==> src/i2c_rts_pkg.sv <==
// ----------------------------------------------------------------------------
// i2c_rts_pkg
// Types, codes and defaults shared by the I2C register transfer sequencer.
// ----------------------------------------------------------------------------
`default_nettype none

package i2c_rts_pkg;

    localparam int TIMEOUT_TICKS_DEFAULT = 400;

    // operation codes
    localparam logic [1:0] OP_POLL  = 2'd0;
    localparam logic [1:0] OP_READ  = 2'd1;
    localparam logic [1:0] OP_WRITE = 2'd2;

    // status codes
    localparam logic [1:0] ST_IDLE   = 2'd0;
    localparam logic [1:0] ST_BUSY   = 2'd1;
    localparam logic [1:0] ST_FAILED = 2'd2;
    localparam logic [1:0] ST_REJECT = 2'd3;

    // ACK control codes
    localparam logic [1:0] ACK_NONE    = 2'd0;
    localparam logic [1:0] ACK_DISABLE = 2'd1;
    localparam logic [1:0] ACK_ENABLE  = 2'd2;

    typedef enum logic [15:0] {
        PH_IDLE        = 16'h0001,
        PH_RD_SB1      = 16'h0002,
        PH_RD_ADDR1    = 16'h0004,
        PH_RD_BTF      = 16'h0008,
        PH_RD_SB2      = 16'h0010,
        PH_RD_ADDR_ONE = 16'h0020,
        PH_RD_ADDR_DMA = 16'h0040,
        PH_RD_DATA     = 16'h0080,
        PH_RD_STOP_ONE = 16'h0100,
        PH_RD_DMA      = 16'h0200,
        PH_RD_STOP_DMA = 16'h0400,
        PH_WR_SB       = 16'h0800,
        PH_WR_ADDR     = 16'h1000,
        PH_WR_DMA      = 16'h2000,
        PH_WR_BTF      = 16'h4000,
        PH_WR_STOP     = 16'h8000
    } phase_t;

    typedef struct packed {
        logic [1:0] operation;
        logic [7:0] device_address;
        logic [7:0] register_address;
        logic [7:0] transfer_length;
        logic       start_sent;
        logic       address_sent;
        logic       byte_finished;
        logic       receive_full;
        logic       dma_rx_complete;
        logic       dma_tx_complete;
        logic       stop_pending;
        logic [7:0] received_byte;
    } cmd_item_t;

    typedef struct packed {
        logic [1:0] status;
        logic       request_start;
        logic       send_valid;
        logic [7:0] send_value;
        logic [1:0] ack_change;
        logic       request_stop;
        logic       arm_receive_dma;
        logic       arm_transmit_dma;
        logic       dma_off;
        logic       data_valid;
        logic [7:0] data_value;
        logic       fail_flag;
    } rsp_item_t;

endpackage

`default_nettype wire

==> src/i2c_rts_if.sv <==
// ----------------------------------------------------------------------------
// i2c_rts_if
// Valid/ready channels for sequencer command and response items.
// ----------------------------------------------------------------------------
`default_nettype none

interface i2c_rts_cmd_if;
    import i2c_rts_pkg::*;

    logic      valid;
    logic      ready;
    cmd_item_t payload;

    modport source (output valid, output payload, input ready);
    modport sink (input valid, input payload, output ready);
endinterface

interface i2c_rts_rsp_if;
    import i2c_rts_pkg::*;

    logic      valid;
    logic      ready;
    rsp_item_t payload;

    modport source (output valid, output payload, input ready);
    modport sink (input valid, input payload, output ready);
endinterface

`default_nettype wire

==> src/i2c_rts_step.sv <==
// ----------------------------------------------------------------------------
// i2c_rts_step
// Phase state and one-item step logic of the transfer sequencer.
// ----------------------------------------------------------------------------
`default_nettype none

module i2c_rts_step #(
    parameter int TIMEOUT_TICKS = i2c_rts_pkg::TIMEOUT_TICKS_DEFAULT
) (
    input  wire logic                   clk,
    input  wire logic                   rst_n,
    input  wire logic                   accept,
    input  wire i2c_rts_pkg::cmd_item_t item,
    output i2c_rts_pkg::rsp_item_t      result
);
    import i2c_rts_pkg::*;

    localparam int WT_W = $clog2(TIMEOUT_TICKS + 1);
    localparam logic [WT_W:0] TMO_LIMIT = (WT_W + 1)'(TIMEOUT_TICKS);
    // first stop check after a byte already hits the limit
    localparam bit TMO_FIRST = (TIMEOUT_TICKS == 1);

    phase_t            phase_reg, phase_next;
    logic [7:0]        target_address_reg, target_address_next;
    logic [7:0]        target_register_reg, target_register_next;
    logic [7:0]        byte_count_reg, byte_count_next;
    logic [WT_W-1:0]   wait_ticks_reg, wait_ticks_next;
    logic              failed_reg, failed_next;

    logic [WT_W:0]     tick_inc;
    logic              tick_tmo;
    logic              multi_byte;
    logic              is_start;
    logic              reject;
    logic              done_ok;
    logic              done_fail;

    assign tick_inc   = {1'b0, wait_ticks_reg} + (WT_W + 1)'(1);
    assign tick_tmo   = (tick_inc >= TMO_LIMIT);
    assign multi_byte = (byte_count_reg > 8'd1);
    assign is_start   = (item.operation == OP_READ) || (item.operation == OP_WRITE);

    always_comb
    begin
        result               = '0;
        phase_next           = phase_reg;
        target_address_next  = target_address_reg;
        target_register_next = target_register_reg;
        byte_count_next      = byte_count_reg;
        wait_ticks_next      = wait_ticks_reg;
        failed_next          = failed_reg;
        reject               = 1'b0;
        done_ok              = 1'b0;
        done_fail            = 1'b0;

        if (is_start)
        begin
            if (phase_reg != PH_IDLE)
            begin
                reject = 1'b1;
            end
            else
            begin
                target_address_next  = item.device_address;
                byte_count_next      = item.transfer_length;
                wait_ticks_next      = '0;
                result.request_start = 1'b1;
                if (item.operation == OP_READ)
                begin
                    target_register_next = item.register_address;
                    phase_next           = PH_RD_SB1;
                end
                else
                begin
                    target_register_next    = '0;
                    result.arm_transmit_dma = 1'b1;
                    phase_next              = PH_WR_SB;
                end
            end
        end
        else
        begin
            unique case (phase_reg)
                PH_RD_SB1, PH_WR_SB:
                begin
                    if (item.start_sent)
                    begin
                        result.send_valid = 1'b1;
                        result.send_value = target_address_reg;
                        phase_next = (phase_reg == PH_RD_SB1) ? PH_RD_ADDR1 : PH_WR_ADDR;
                    end
                    else
                    begin
                        wait_ticks_next = tick_inc[WT_W-1:0];
                        done_fail       = tick_tmo;
                    end
                end
                PH_RD_ADDR1:
                begin
                    if (item.address_sent)
                    begin
                        result.send_valid = 1'b1;
                        result.send_value = target_register_reg;
                        phase_next        = PH_RD_BTF;
                    end
                end
                PH_RD_BTF:
                begin
                    if (item.byte_finished)
                    begin
                        result.arm_receive_dma = multi_byte;
                        result.request_start   = 1'b1;
                        wait_ticks_next        = '0;
                        phase_next             = PH_RD_SB2;
                    end
                end
                PH_RD_SB2:
                begin
                    if (item.start_sent)
                    begin
                        result.send_valid = 1'b1;
                        result.send_value = target_address_reg | 8'h01;
                        phase_next = multi_byte ? PH_RD_ADDR_DMA : PH_RD_ADDR_ONE;
                    end
                    else
                    begin
                        wait_ticks_next = tick_inc[WT_W-1:0];
                        done_fail       = tick_tmo;
                    end
                end
                PH_RD_ADDR_ONE:
                begin
                    if (item.address_sent)
                    begin
                        result.ack_change   = ACK_DISABLE;
                        result.request_stop = 1'b1;
                        phase_next          = PH_RD_DATA;
                    end
                end
                PH_RD_ADDR_DMA:
                begin
                    if (item.address_sent)
                    begin
                        phase_next = PH_RD_DMA;
                    end
                end
                PH_RD_DATA:
                begin
                    if (item.receive_full)
                    begin
                        result.data_valid = 1'b1;
                        result.data_value = item.received_byte;
                        phase_next        = PH_RD_STOP_ONE;
                        if (item.stop_pending)
                        begin
                            wait_ticks_next = WT_W'(1);
                            done_fail       = TMO_FIRST;
                        end
                        else
                        begin
                            wait_ticks_next   = '0;
                            result.ack_change = ACK_ENABLE;
                            done_ok           = 1'b1;
                        end
                    end
                end
                PH_RD_STOP_ONE:
                begin
                    if (item.stop_pending)
                    begin
                        wait_ticks_next = tick_inc[WT_W-1:0];
                        done_fail       = tick_tmo;
                    end
                    else
                    begin
                        result.ack_change = ACK_ENABLE;
                        done_ok           = 1'b1;
                    end
                end
                PH_RD_DMA, PH_WR_BTF:
                begin
                    if ((phase_reg == PH_RD_DMA) ? item.dma_rx_complete : item.byte_finished)
                    begin
                        result.request_stop = 1'b1;
                        phase_next = (phase_reg == PH_RD_DMA) ? PH_RD_STOP_DMA : PH_WR_STOP;
                        if (item.stop_pending)
                        begin
                            wait_ticks_next = WT_W'(1);
                            done_fail       = TMO_FIRST;
                        end
                        else
                        begin
                            wait_ticks_next = '0;
                            result.dma_off  = 1'b1;
                            done_ok         = 1'b1;
                        end
                    end
                end
                PH_RD_STOP_DMA, PH_WR_STOP:
                begin
                    if (item.stop_pending)
                    begin
                        wait_ticks_next = tick_inc[WT_W-1:0];
                        done_fail       = tick_tmo;
                    end
                    else
                    begin
                        result.dma_off = 1'b1;
                        done_ok        = 1'b1;
                    end
                end
                PH_WR_ADDR:
                begin
                    if (item.address_sent)
                    begin
                        phase_next = PH_WR_DMA;
                    end
                end
                PH_WR_DMA:
                begin
                    if (item.dma_tx_complete)
                    begin
                        phase_next = PH_WR_BTF;
                    end
                end
                default:
                begin
                    // idle poll: nothing to do
                end
            endcase
        end

        if (done_fail)
        begin
            failed_next     = 1'b1;
            phase_next      = PH_IDLE;
            wait_ticks_next = '0;
            result.status   = ST_FAILED;
        end
        else if (done_ok)
        begin
            phase_next      = PH_IDLE;
            wait_ticks_next = '0;
            result.status   = ST_IDLE;
        end
        else if (reject)
        begin
            result.status = ST_REJECT;
        end
        else if (phase_next == PH_IDLE)
        begin
            result.status = ST_IDLE;
        end
        else
        begin
            result.status = failed_reg ? ST_FAILED : ST_BUSY;
        end
        result.fail_flag = failed_next;
    end

    always_ff @(posedge clk or negedge rst_n)
    begin
        if (!rst_n)
        begin
            phase_reg           <= PH_IDLE;
            target_address_reg  <= '0;
            target_register_reg <= '0;
            byte_count_reg      <= '0;
            wait_ticks_reg      <= '0;
            failed_reg          <= 1'b0;
        end
        else if (accept)
        begin
            phase_reg           <= phase_next;
            target_address_reg  <= target_address_next;
            target_register_reg <= target_register_next;
            byte_count_reg      <= byte_count_next;
            wait_ticks_reg      <= wait_ticks_next;
            failed_reg          <= failed_next;
        end
    end

endmodule

`default_nettype wire

==> src/i2c_rts_skid.sv <==
// ----------------------------------------------------------------------------
// i2c_rts_skid
// Response register plus one skid entry; push side stays open while a
// finished item waits.
// ----------------------------------------------------------------------------
`default_nettype none

module i2c_rts_skid (
    input  wire logic                   clk,
    input  wire logic                   rst_n,
    input  wire logic                   push,
    input  wire i2c_rts_pkg::rsp_item_t push_item,
    output logic                        push_ready,
    output logic                        out_valid,
    input  wire logic                   out_ready,
    output i2c_rts_pkg::rsp_item_t      out_item
);
    import i2c_rts_pkg::*;

    logic      main_valid_reg, main_valid_next;
    logic      spare_valid_reg, spare_valid_next;
    rsp_item_t main_item_reg, main_item_next;
    rsp_item_t spare_item_reg, spare_item_next;
    logic      pop;

    assign pop        = main_valid_reg && out_ready;
    assign push_ready = !spare_valid_reg;
    assign out_valid  = main_valid_reg;
    assign out_item   = main_item_reg;

    always_comb
    begin
        main_valid_next  = main_valid_reg;
        spare_valid_next = spare_valid_reg;
        main_item_next   = main_item_reg;
        spare_item_next  = spare_item_reg;
        if (!main_valid_reg || pop)
        begin
            if (spare_valid_reg)
            begin
                // push is held off while the spare is full
                main_item_next   = spare_item_reg;
                spare_valid_next = 1'b0;
            end
            else
            begin
                main_valid_next = push;
                main_item_next  = push_item;
            end
        end
        else if (push)
        begin
            spare_valid_next = 1'b1;
            spare_item_next  = push_item;
        end
    end

    always_ff @(posedge clk or negedge rst_n)
    begin
        if (!rst_n)
        begin
            main_valid_reg  <= 1'b0;
            spare_valid_reg <= 1'b0;
        end
        else
        begin
            main_valid_reg  <= main_valid_next;
            spare_valid_reg <= spare_valid_next;
        end
    end

    always_ff @(posedge clk)
    begin
        main_item_reg  <= main_item_next;
        spare_item_reg <= spare_item_next;
    end

endmodule

`default_nettype wire

==> src/i2c_register_transfer_sequencer_top.sv <==
// ----------------------------------------------------------------------------
// i2c_register_transfer_sequencer_top
// I2C master register read/write sequencer over a byte-level controller.
// ----------------------------------------------------------------------------
//
//  channel | dir | handshake   | item
//  --------+-----+-------------+---------------------------------------------
//  cmd     | in  | valid/ready | operation, addresses, length, status flags
//  rsp     | out | valid/ready | status, controller actions, read byte, fail
//
//  One item per clock while cmd.ready is high: each cmd item is stepped in the
//  cycle it is accepted and its response lands in the response buffer at that same edge.
//  The phase register loop (state -> step logic -> state) sets that figure.
//  A two-entry response buffer keeps cmd.ready high while one response waits;
//  cmd.ready drops only when both entries hold untaken responses.
//  Reset (rst_n low, async) returns to idle, clears counts and the fail flag.
//
`default_nettype none

module i2c_register_transfer_sequencer_top #(
    parameter int TIMEOUT_TICKS = i2c_rts_pkg::TIMEOUT_TICKS_DEFAULT
) (
    input  wire logic      clk,
    input  wire logic      rst_n,
    i2c_rts_cmd_if.sink    cmd,
    i2c_rts_rsp_if.source  rsp
);
    import i2c_rts_pkg::*;

    logic      cmd_accept;
    logic      buf_ready;
    rsp_item_t step_result;

    // an item is taken whenever the buffer has a free entry
    assign cmd.ready  = buf_ready;
    assign cmd_accept = cmd.valid && buf_ready;

    // phase tracking, wait counting and action decode for one item
    i2c_rts_step #(
        .TIMEOUT_TICKS(TIMEOUT_TICKS)
    ) u_step (
        .clk    (clk),
        .rst_n  (rst_n),
        .accept (cmd_accept),
        .item   (cmd.payload),
        .result (step_result)
    );

    // response register with skid entry
    i2c_rts_skid u_skid (
        .clk        (clk),
        .rst_n      (rst_n),
        .push       (cmd_accept),
        .push_item  (step_result),
        .push_ready (buf_ready),
        .out_valid  (rsp.valid),
        .out_ready  (rsp.ready),
        .out_item   (rsp.payload)
    );

endmodule

`default_nettype wire

==> src/flat_wrapper.sv <==
// flat-port wrapper written by rule: the top's interface ports become plain ports
module i2c_register_transfer_sequencer_top_flat import i2c_rts_pkg::*;
#(
    parameter int TIMEOUT_TICKS = i2c_rts_pkg::TIMEOUT_TICKS_DEFAULT
)
  (clk, rst_n, cmd_valid, cmd_payload, cmd_ready, rsp_valid, rsp_payload, rsp_ready);
  i2c_rts_cmd_if cmd_i ();
  i2c_rts_rsp_if rsp_i ();
  input  wire logic clk;
  input  wire logic rst_n;
  input wire logic [$bits(cmd_i.valid)-1:0] cmd_valid;
  input wire logic [$bits(cmd_i.payload)-1:0] cmd_payload;
  output wire logic [$bits(cmd_i.ready)-1:0] cmd_ready;
  output wire logic [$bits(rsp_i.valid)-1:0] rsp_valid;
  output wire logic [$bits(rsp_i.payload)-1:0] rsp_payload;
  input wire logic [$bits(rsp_i.ready)-1:0] rsp_ready;
  assign cmd_i.valid = cmd_valid;
  assign cmd_i.payload = cmd_payload;
  assign cmd_ready = cmd_i.ready;
  assign rsp_valid = rsp_i.valid;
  assign rsp_payload = rsp_i.payload;
  assign rsp_i.ready = rsp_ready;
  i2c_register_transfer_sequencer_top #(.TIMEOUT_TICKS(TIMEOUT_TICKS)) u_core (.clk(clk), .rst_n(rst_n), .cmd(cmd_i), .rsp(rsp_i));
endmodule
==> config.mk <==
export PLATFORM = sky130hd
export DESIGN_NAME = i2c_register_transfer_sequencer_top_flat
export DESIGN_NICKNAME = d
export VERILOG_FILES = /design/src/i2c_rts_pkg.sv /design/src/i2c_rts_if.sv /design/src/i2c_rts_step.sv /design/src/i2c_rts_skid.sv /design/src/i2c_register_transfer_sequencer_top.sv /design/src/flat_wrapper.sv
export SDC_FILE = /design/constraint.sdc
export NUM_CORES = 1
export LEC_CHECK = 0
export ABC_AREA = 1
export BUFFER_PORTS_ARGS = -buffer_cell sky130_fd_sc_hd__buf_4
export CORE_ASPECT_RATIO = 0.8
export CORE_MARGIN = 2
export CORE_UTILIZATION = 46
export CTS_BUF_LIST = sky130_fd_sc_hd__clkbuf_2
export CTS_CLUSTER_SIZE = 10
export DETAILED_ROUTE_END_ITERATION = 16
export PLACE_DENSITY = 0.66
export SLEW_MARGIN = 40
export SYNTH_ARGS = -nofsm -noshare
export SYNTH_HDL_FRONTEND = slang
export SYNTH_SLANG_ARGS = --single-unit
==> constraint.sdc <==
create_clock -name clk -period 7 [get_ports clk]
set_input_delay 0.7 -clock clk [delete_from_list [all_inputs] [get_ports clk]]
set_output_delay 0.7 -clock clk [all_outputs]
set_load 0.1 [all_outputs]
==> impl_metrics.py, run 1 <==
metrics = {
    "placement": {
        "pre_cts_slack_ns": 3.40,
        "numPortBuffers": 73,
        "hpwl_mm": 9.26,
        "routabilityCongestion": 0.875,
    },
    "layout": {
        "drive_gt1_share_pct": 20.3,
        "diodes": 0,
        "fillCellCount": 1139,
        "area_growth_pct": 13.5,
        "mostFrequentLayoutCell": "nand2_1",
        "mostFrequentLayoutCells": "nand2_1 (202), nor2_1 (90), buf_4 (76)",
        "nets": 796,
    },
    "synthesis": {
        "synth_top_area_cell": "edfxtp_1",
        "syn_area_per_cell_um2": 8.31,
        "ys_types": 36,
        "ys_seq_area_share_pct": 52.1,
        "synth.cell_area_um2": 5680,
        "synth-async-reset-ratio_pct": 47.7,
        "synth_edf_count": 56,
        "yosysTopAreaCellShare_pct": 29.6,
        "syn-num-nets": 732,
        "yosys-top-cells-area": "edfxtp_1 (30%), dfrtp_1 (22%), nand2_1 (13%)",
        "ys.flop_type": "edfxtp_1",
        "synth_seq_cells": 107,
        "postSynthCellCount": 684,
        "synth_warnings": 0,
    },
    "floorplanning": {
        "dieArea_um2": 13300,
        "die_x_um": 128,
        "core_area_um2": 12100,
        "start_util_pct": 46.9,
        "ios": 75,
        "die_h_um": 103,
        "rows": 36,
    },
    "setup_path": {
        "crit_start": "u_core.u_step.phase_reg[12]$_DFFE_PN0P_",
        "end_kind": "register",
        "worstPathMaxFanout": 12,
        "crit_required_ns": 7.42,
        "crit_path_start_kind": "register",
        "cp_num_buf_inv": 0,
        "critPathTopFamily": "simple AND/OR/NAND/NOR gates",
        "max_stage_delay_ns": 0.53,
        "r2r_start": "u_core.u_step.phase_reg[12]$_DFFE_PN0P_",
        "crit_chain": "nor2_1, nand2_2, nor2_4, nand2_1, nand3_2, nor2_2, nand3_1, nand2_1, nand2_1, nand2_1, nor2_1, nand2_1, nor2_1, nand2_1, nand2_1, nand2_1, nand3_1, nand2_1",
        "crit_top_cell": "nand2_1",
        "slowest_stage": "dfrtp_1",
        "critPathArrivalTime_ns": 3.31,
        "path_class": "reg2reg",
    },
    "clocking": {
        "ctsHoldBuffers": 0,
        "cts_buffer_depth": 2,
        "clk_pin_slew_ns": 0.33,
        "post-cts-setup-buffer-count": 0,
        "cts_tree": "yes",
        "cts-htree-levels": 3,
        "numCtsBuffers": 9,
        "cts_root_buffer": "clkbuf_2",
        "numClockSinks": 107,
        "clkLatencyLatePin_ns": 0.60,
        "cts-resized-gates": 0,
    },
    "timing": {
        "layout_setup_ws_ns": 4.10,
        "setup_violations": 0,
        "worst_pin_slew_ns": 0.839,
        "finalCriticalPeriod_ns": 2.90,
        "finalHoldViolations": 0,
        "slew_headroom_pct": 44.0,
        "tns_ns": 0,
        "post-route-period-util_pct": 41.4,
        "final-max-slew-violation-count": 0,
        "hold_ws_ns": 0.0834,
        "fmax_mhz": 345,
        "grt_setup_unrepaired": "false",
        "skew_ns": 0.0344,
    },
    "drt": {
        "drc_errors": 0,
        "route.vias.total": 4683,
        "ant_nets": 0,
        "wl_mm": 13.1,
        "drtPass1Iterations": 5,
        "drt_iter0_markers": 441,
        "viasPerCell": 5.17,
        "wl_per_cell_um": 14.5,
    },
    "worst_hold_path": {
        "worst_hold_path_type": "in2async",
    },
    "global_route": {
        "grt_max_degree": 52,
        "grt_pass1_wl_mm": 21.1,
        "grt_pass1_vias": 4291,
        "grt-ovfl-total": 0,
        "antenna_found_initial": 0,
        "global_route.usage.total_pct": 20.4,
    },
    "power": {
        "ir_worst_vdd_uv": 148,
        "p_leak_nw": 3.04,
        "powerDensity_nw_per_um2": 341,
    },
    "status": {
        "status": "finished clean",
    },
    "job": {
        "maxCapViolations": 0,
    },
}
routing by layer:
layer	wire length [um]	vias up	share of wire (%)	track usage, %
met5	0	-	0	0
met4	281	0	2.1	6.76
met3	794	22	6.0	4.42
met2	5900	151	45	31.8
met1	6150	2151	47	28.7
li1	-	2359	-	-
where the power goes:
part           internal (mW)  total [mW]  switching, mW
sequential             0.810       0.913          0.104
combinational          0.285       0.992          0.707
clock                 0.0612       0.295          0.234
total                   1.16        2.20           1.04
kinds of logic (layout without fill, tap and decap cells):
family                     after synthesis  in the layout  synth area share (%)
DFF                                    107            107                  52.1
adders and majority gates                3              3                 0.661
buffers and inverters                   94            163                  6.94
AOI/OAI and AO/OA                       82             82                  8.19
muxes                                   15             15                  2.97
xor gates and xnor gates                 3              3                 0.463
and+or+nand+nor                        380            380                  28.7
final cells by class:
cell class              instances  area (um2)  area share, %
multi-input cells             483        2340           36.2
flip-flops and latches        107        2960           45.9
clock inverters                 7        80.1           1.24
inverters                      71         267           4.13
well taps                     152         190           2.95
clock buffers                   9        45.0          0.698
repair buffers                 76         571           8.85
metrics by stage:
step | instance area, um2 | utilization (%) | power, mW | cells
2_1_floorplan | 5680 | - | 1.72 | 684
3_3_place_gp | 6320 | 52.2 | 1.89 | 889
3_5_place_dp | 6320 | 52.2 | 1.91 | 889
4_1_cts | 6450 | 53.2 | 2.21 | 905
5_1_grt | 6450 | 53.2 | 2.36 | 905
6_report | 6450 | 53.2 | 2.20 | 905
path summary, 6_finish.rpt:
path	end	depth (start not counted)	slack, ns
worst max-delay path	u_core.u_skid.out_item[26]$_DFFE_PN_	18	4.10
worst min-delay path	u_core.u_step.phase_reg[12]$_DFFE_PN0P_	1	0.08
worst max register to register	u_core.u_skid.out_item[26]$_DFFE_PN_	18	4.10
worst min register to register	u_core.u_step.target_register_reg[2]$_DFFE_PN0P_	2	0.53
max in group asynchronous	u_core.u_skid.spare_valid_reg$_DFFE_PN0P_	1	6.43
min in group clk	u_core.u_step.target_address_reg[1]$_DFFE_PN0P_	2	0.32
Yosys cell counts (6+ instances only):
library cell / count
mux2_2: 15
nor2_1: 92
nor3_1: 7
o21ai_2: 6
nor2_2: 9
nand4_1: 9
a21oi_1: 17
o21ai_0: 43
nand3_1: 38
clkbuf_1: 15
nand2_1: 203
inv_1: 67
edfxtp_1: 56
dfrtp_1: 50
nand2_2: 11
Power figures use the tool's default switching activity.
==> run 2, diff against run 1 <==
clock period = 2.8 ns   (was 7 ns; I/O delays follow)
==> impl_metrics.py, run 2 (same netlist as run 1, synthesis figures left out) <==
metrics = {
    "status": {
        "status": "finished clean",
    },
    "clocking": {
        "cts_buffer_depth": 2,
        "cts_root_buffer": "clkbuf_2",
        "numClockSinks": 107,
        "clk_pin_slew_ns": 0.29,
        "cts-htree-levels": 3,
        "clkLatencyLatePin_ns": 0.56,
        "cts_tree": "yes",
        "numCtsBuffers": 9,
    },
    "floorplanning": {
        "dieArea_um2": 13300,
        "die_x_um": 128,
        "rows": 36,
        "core_area_um2": 12100,
        "ios": 75,
        "die_h_um": 103,
        "start_util_pct": 46.9,
    },
    "drt": {
        "wl_met3_um": 804,
        "drc_errors": 0,
        "wl_met1_mm": 6.57,
        "top_layer": "met4",
        "wl_per_cell_um": 14.3,
        "ant_nets": 0,
        "wl_mm": 14.1,
        "drt_iter0_markers": 360,
        "met2WireLength_mm": 6.50,
        "viasPerCell": 5.16,
        "route.vias.total": 5086,
        "drtPass1Iterations": 5,
    },
    "power": {
        "power_mw": 6.16,
        "p_comb_share_pct": 51.1,
        "ir_worst_vdd_uv": 346,
        "p_leak_nw": 3.43,
        "p_switching_mw": 2.78,
        "clkPwrFrac_pct": 12.3,
        "p_int_mw": 3.38,
        "p_seq_share_pct": 36.7,
        "powerDensity_nw_per_um2": 854,
        "netSwitchingFraction_pct": 45.2,
    },
    "timing": {
        "final-max-slew-violation-count": 0,
        "fmax_mhz": 384,
        "layout_setup_ws_ns": 0.195,
        "finalCriticalPeriod_ns": 2.61,
        "setup_violations": 0,
        "post-route-period-util_pct": 93.0,
        "slew_headroom_pct": 54.7,
        "worst_pin_slew_ns": 0.679,
        "finalHoldViolations": 0,
        "skew_ns": 0.0427,
    },
    "layout": {
        "multi_input_area_um2": 2400,
        "drive_gt1_share_pct": 24.5,
        "fillCellCount": 1086,
        "fin_cells": 986,
        "seq_area_um2": 2960,
        "mostFrequentLayoutCells": "nand2_1 (201), buf_4 (120), nor2_1 (86)",
        "diodes": 0,
        "nets": 877,
        "final_area_um2": 7210,
        "mostFrequentLayoutCell": "nand2_1",
        "fin_util_pct": 59.5,
        "area_growth_pct": 27.0,
    },
    "setup_path": {
        "worstPathMaxFanout": 12,
        "end_kind": "register",
        "crit_required_ns": 3.15,
        "path_class": "reg2reg",
        "crit_path_start_kind": "register",
        "critPathArrivalTime_ns": 2.96,
    },
    "global_route": {
        "antenna_found_initial": 0,
        "global_route.usage.total_pct": 21.6,
        "grt-ovfl-total": 0,
        "grt_pass1_wl_mm": 22.5,
        "grt_max_degree": 52,
        "grt_pass1_vias": 4633,
    },
    "placement": {
        "hpwl_mm": 9.94,
        "numPortBuffers": 73,
        "dp.cells": 927,
        "post_dp_cell_area_um2": 6610,
        "pre_cts_slack_ns": 0.107,
        "routabilityCongestion": 0.929,
    },
    "job": {
        "maxCapViolations": 0,
    },
    "worst_hold_path": {
        "worst_hold_path_type": "in2reg",
    },
}
## run 2: per-layer routing
metal  global-route usage [%]  up-vias
met2                     33.9      162
met4                     7.10        0
met5                        0        -
met3                     3.86       23
met1                     30.6     2382
li1                         -     2519
## run 2: repair_timing
action	in CTS	in global routing
setup buffers	0	7
gates resized for setup	0	17
endpoints found under the setup margin	0	18
hold buffers	33	2
endpoints found under the hold margin	82	3
## run 2: metrics by stage
| step | setup TNS [ns] | hold WS [ns] |
|---|---|---|
| 6_report | 0 | 0.202 |
| 4_1_cts | 0 | 0.00301 |
| 3_5_place_dp | 0 | 0.370 |
| 5_1_grt | -0.0152 | 0.211 |
| 2_1_floorplan | 0 | -0.0156 |
| 3_3_place_gp | 0 | 0.373 |
## run 2: worst max-delay path: stages (launching register included)
cell and delay, ns:
dfrtp_1 0.50, nor2_2 0.16, nand2_1 0.14, buf_4 0.17, nor2_2 0.13, nand2_1 0.09, nand3_2 0.13, nor2_4 0.10
nand3_1 0.09, nand2_1 0.05, nand2_1 0.05, nand2_1 0.07, nor2_1 0.13, nand2_1 0.10, nor2_2 0.12, nand2_1 0.09
nand3_1 0.08, nand2_1 0.08, nand2_1 0.08, nand2_1 0.06
## run 2: cell type report
class / instances / share of cell area (%)
clock buffers: 10 / 0.694
clock inverters: 6 / 1.02
inverters: 71 / 3.69
multi-input cells: 484 / 33.3
flip-flops and latches: 107 / 41.1
well taps: 152 / 2.64
repair buffers: 156 / 17.6
## run 2: worst paths after layout
check,from,end,slack [ns],depth (start not counted)
max in group asynchronous,rst_n,u_core.u_skid.spare_valid_reg$_DFFE_PN0P_,2.08,2
min,cmd_payload[12],u_core.u_step.phase_reg[15]$_DFFE_PN0P_,0.20,5
max reg2reg,u_core.u_step.phase_reg[8]$_DFFE_PN0P_,u_core.u_skid.out_item[27]$_DFFE_PN_,0.19,19
min reg2reg,u_core.u_step.target_register_reg[5]$_DFFE_PN0P_,u_core.u_step.target_register_reg[5]$_DFFE_PN0P_,0.53,2
min in group asynchronous,rst_n,u_core.u_step.phase_reg[4]$_DFFE_PN0P_,0.25,2
max,u_core.u_step.phase_reg[8]$_DFFE_PN0P_,u_core.u_skid.out_item[27]$_DFFE_PN_,0.19,19
## run 2: power groups by stage
| stage | Sequential (mW) | Clock, mW | Combinational [mW] |
|---|---|---|---|
| 2_1_floorplan | 2.72 | 0 | 1.60 |
| 3_3_place_gp | 2.25 | 0 | 2.75 |
| 3_5_place_dp | 2.27 | 0 | 2.80 |
| 4_1_cts | 2.23 | 0.776 | 2.85 |
| 5_1_grt | 2.30 | 0.835 | 3.43 |
| 6_report | 2.26 | 0.755 | 3.14 |
==> run 3, diff against run 2 <==
RECOVER_POWER = 100   (was not set)
==> impl_metrics.py, run 3 (same netlist as run 1, synthesis figures left out) <==
metrics = {
    "status": {
        "status": "complete, but fails checks",
        "violations": "capacitance limit, slew limit",
    },
    "timing": {
        "fmax_mhz": 389,
        "post-route-period-util_pct": 91.9,
        "hold_ws_ns": 0.210,
        "skew_ns": 0.0446,
        "setup_violations": 0,
        "finalCriticalPeriod_ns": 2.57,
        "final-max-slew-violation-count": 30,
        "worst_pin_slew_ns": 1.51,
        "slew_headroom_pct": -0.946,
        "finalHoldViolations": 0,
        "layout_setup_ws_ns": 0.227,
    },
    "layout": {
        "mostFrequentLayoutCells": "nand2_1 (202), nor2_1 (88), buf_4 (87)",
        "nets": 877,
        "fillCellCount": 1128,
        "diodes": 0,
        "drive_gt1_share_pct": 20.3,
        "fin_util_pct": 58.4,
        "mostFrequentLayoutCell": "nand2_1",
        "multi_input_area_um2": 2390,
        "seq_area_um2": 2960,
        "area_growth_pct": 24.6,
    },
    "setup_path": {
        "worstPathMaxFanout": 12,
        "crit_path_start_kind": "register",
        "slowest_stage": "dfstp_2",
        "crit_top_cell": "nand2_1",
        "critPathArrivalTime_ns": 3.01,
        "path_class": "reg2reg",
        "crit_required_ns": 3.24,
        "crit_chain": "nor2_2, nand2_4, nor2_4, nand2_1, nand3_2, nor2_4, nand3_1, nand2_1, nand2_1, nand2_1, nor2_1, nand2_1, nor2_2, nand2_1, nand3_1, nand2_1, nand2_1, nand2_1",
        "end_kind": "register",
        "max_stage_delay_ns": 0.64,
    },
    "global_route": {
        "grt_max_degree": 52,
        "antenna_found_initial": 0,
        "global_route.usage.total_pct": 21.6,
        "grt-ovfl-total": 0,
        "grt_pass1_wl_mm": 22.5,
        "grt_pass1_vias": 4633,
    },
    "power": {
        "p_leak_nw": 3.31,
        "powerDensity_nw_per_um2": 862,
        "ir_worst_vdd_uv": 348,
    },
    "drt": {
        "drtPass1Iterations": 5,
        "wl_mm": 14.2,
        "ant_nets": 0,
        "drt_iter0_markers": 402,
        "wl_per_cell_um": 14.4,
        "drc_errors": 0,
        "viasPerCell": 5.17,
        "route.vias.total": 5095,
    },
    "clocking": {
        "cts_tree": "yes",
        "cts_root_buffer": "clkbuf_2",
        "numCtsBuffers": 9,
        "clk_pin_slew_ns": 0.30,
        "cts-htree-levels": 3,
        "cts_buffer_depth": 2,
        "clkLatencyLatePin_ns": 0.56,
        "numClockSinks": 107,
    },
    "floorplanning": {
        "ios": 75,
        "rows": 36,
        "die_h_um": 103,
        "start_util_pct": 46.9,
        "die_x_um": 128,
        "dieArea_um2": 13300,
        "core_area_um2": 12100,
    },
    "worst_hold_path": {
        "worst_hold_path_type": "in2reg",
    },
    "placement": {
        "numPortBuffers": 73,
        "pre_cts_slack_ns": 0.107,
        "routabilityCongestion": 0.929,
        "hpwl_mm": 9.94,
    },
    "job": {
        "maxCapViolations": 1,
    },
}
## run 3: per-stage QoR
stage | std cells | total power [mW] | cell area [um2] | setup TNS (ns)
floorplan | 684 | 4.31 | 5690 | 0
global placement | 927 | 5.01 | 6610 | 0
detailed placement | 927 | 5.06 | 6610 | 0
CTS | 976 | 5.85 | 7070 | 0
global route | 986 | 6.50 | 7080 | -0.0152
finish | 986 | 6.10 | 7080 | 0
## run 3: worst paths after layout
kind                                                                start                                     endpoint  cells after the start  slack (ns)
worst max-delay path               u_core.u_step.phase_reg[0]$_DFFE_PN1P_         u_core.u_skid.out_item[27]$_DFFE_PN_                     18        0.23
worst min-delay path                                      cmd_payload[12]      u_core.u_step.phase_reg[15]$_DFFE_PN0P_                      5        0.21
worst max register to register     u_core.u_step.phase_reg[0]$_DFFE_PN1P_         u_core.u_skid.out_item[27]$_DFFE_PN_                     18        0.23
worst min register to register  u_core.u_skid.spare_item_reg[7]$_DFFE_PP_          u_core.u_skid.out_item[7]$_DFFE_PN_                      2        0.53
max in group asynchronous                                           rst_n  u_core.u_step.wait_ticks_reg[0]$_DFFE_PN0P_                      2        1.44
min in group asynchronous                                           rst_n  u_core.u_step.wait_ticks_reg[5]$_DFFE_PN0P_                      2        0.51
## run 3: cell type report
| type | count | share of cell area, % |
|---|---|---|
| Sequential cell | 107 | 41.9 |
| Multi-Input combinational cell | 484 | 33.7 |
| Timing Repair Buffer | 156 | 16.2 |
| Inverter | 71 | 3.76 |
| Tap cell | 152 | 2.69 |
| Clock inverter | 6 | 1.04 |
| Clock buffer | 10 | 0.707 |
## run 3: where the power goes
group / leakage (nW) / total [mW] / internal (mW) / switching (mW)
Combinational: 2.01 / 3.09 / 1.06 / 2.02
Clock: 0.0776 / 0.756 / 0.225 / 0.531
Sequential: 1.22 / 2.26 / 2.03 / 0.228
Total: 3.31 / 6.10 / 3.32 / 2.78
## run 3: layer usage
metal  track usage, %  part of all wire (%)  up-vias
met5                0                     0        -
met2             33.9                    46      152
li1                 -                     -     2520
met4             7.10                   1.8        0
met1             30.6                    48     2397
met3             3.86                   4.5       26
## run 3: critical path, delay by kind of cell, from the launching register on
family	cells	cell delay, ns
simple gates	18	1.80
flops	1	0.64
## run 3: what timing repair did
item | in CTS | in global routing
setup buffers | 0 | 7
resized for setup | 0 | 17
endpoints found under the hold margin | 82 | 3
endpoints found under the setup margin | 0 | 18
hold buffers | 33 | 2
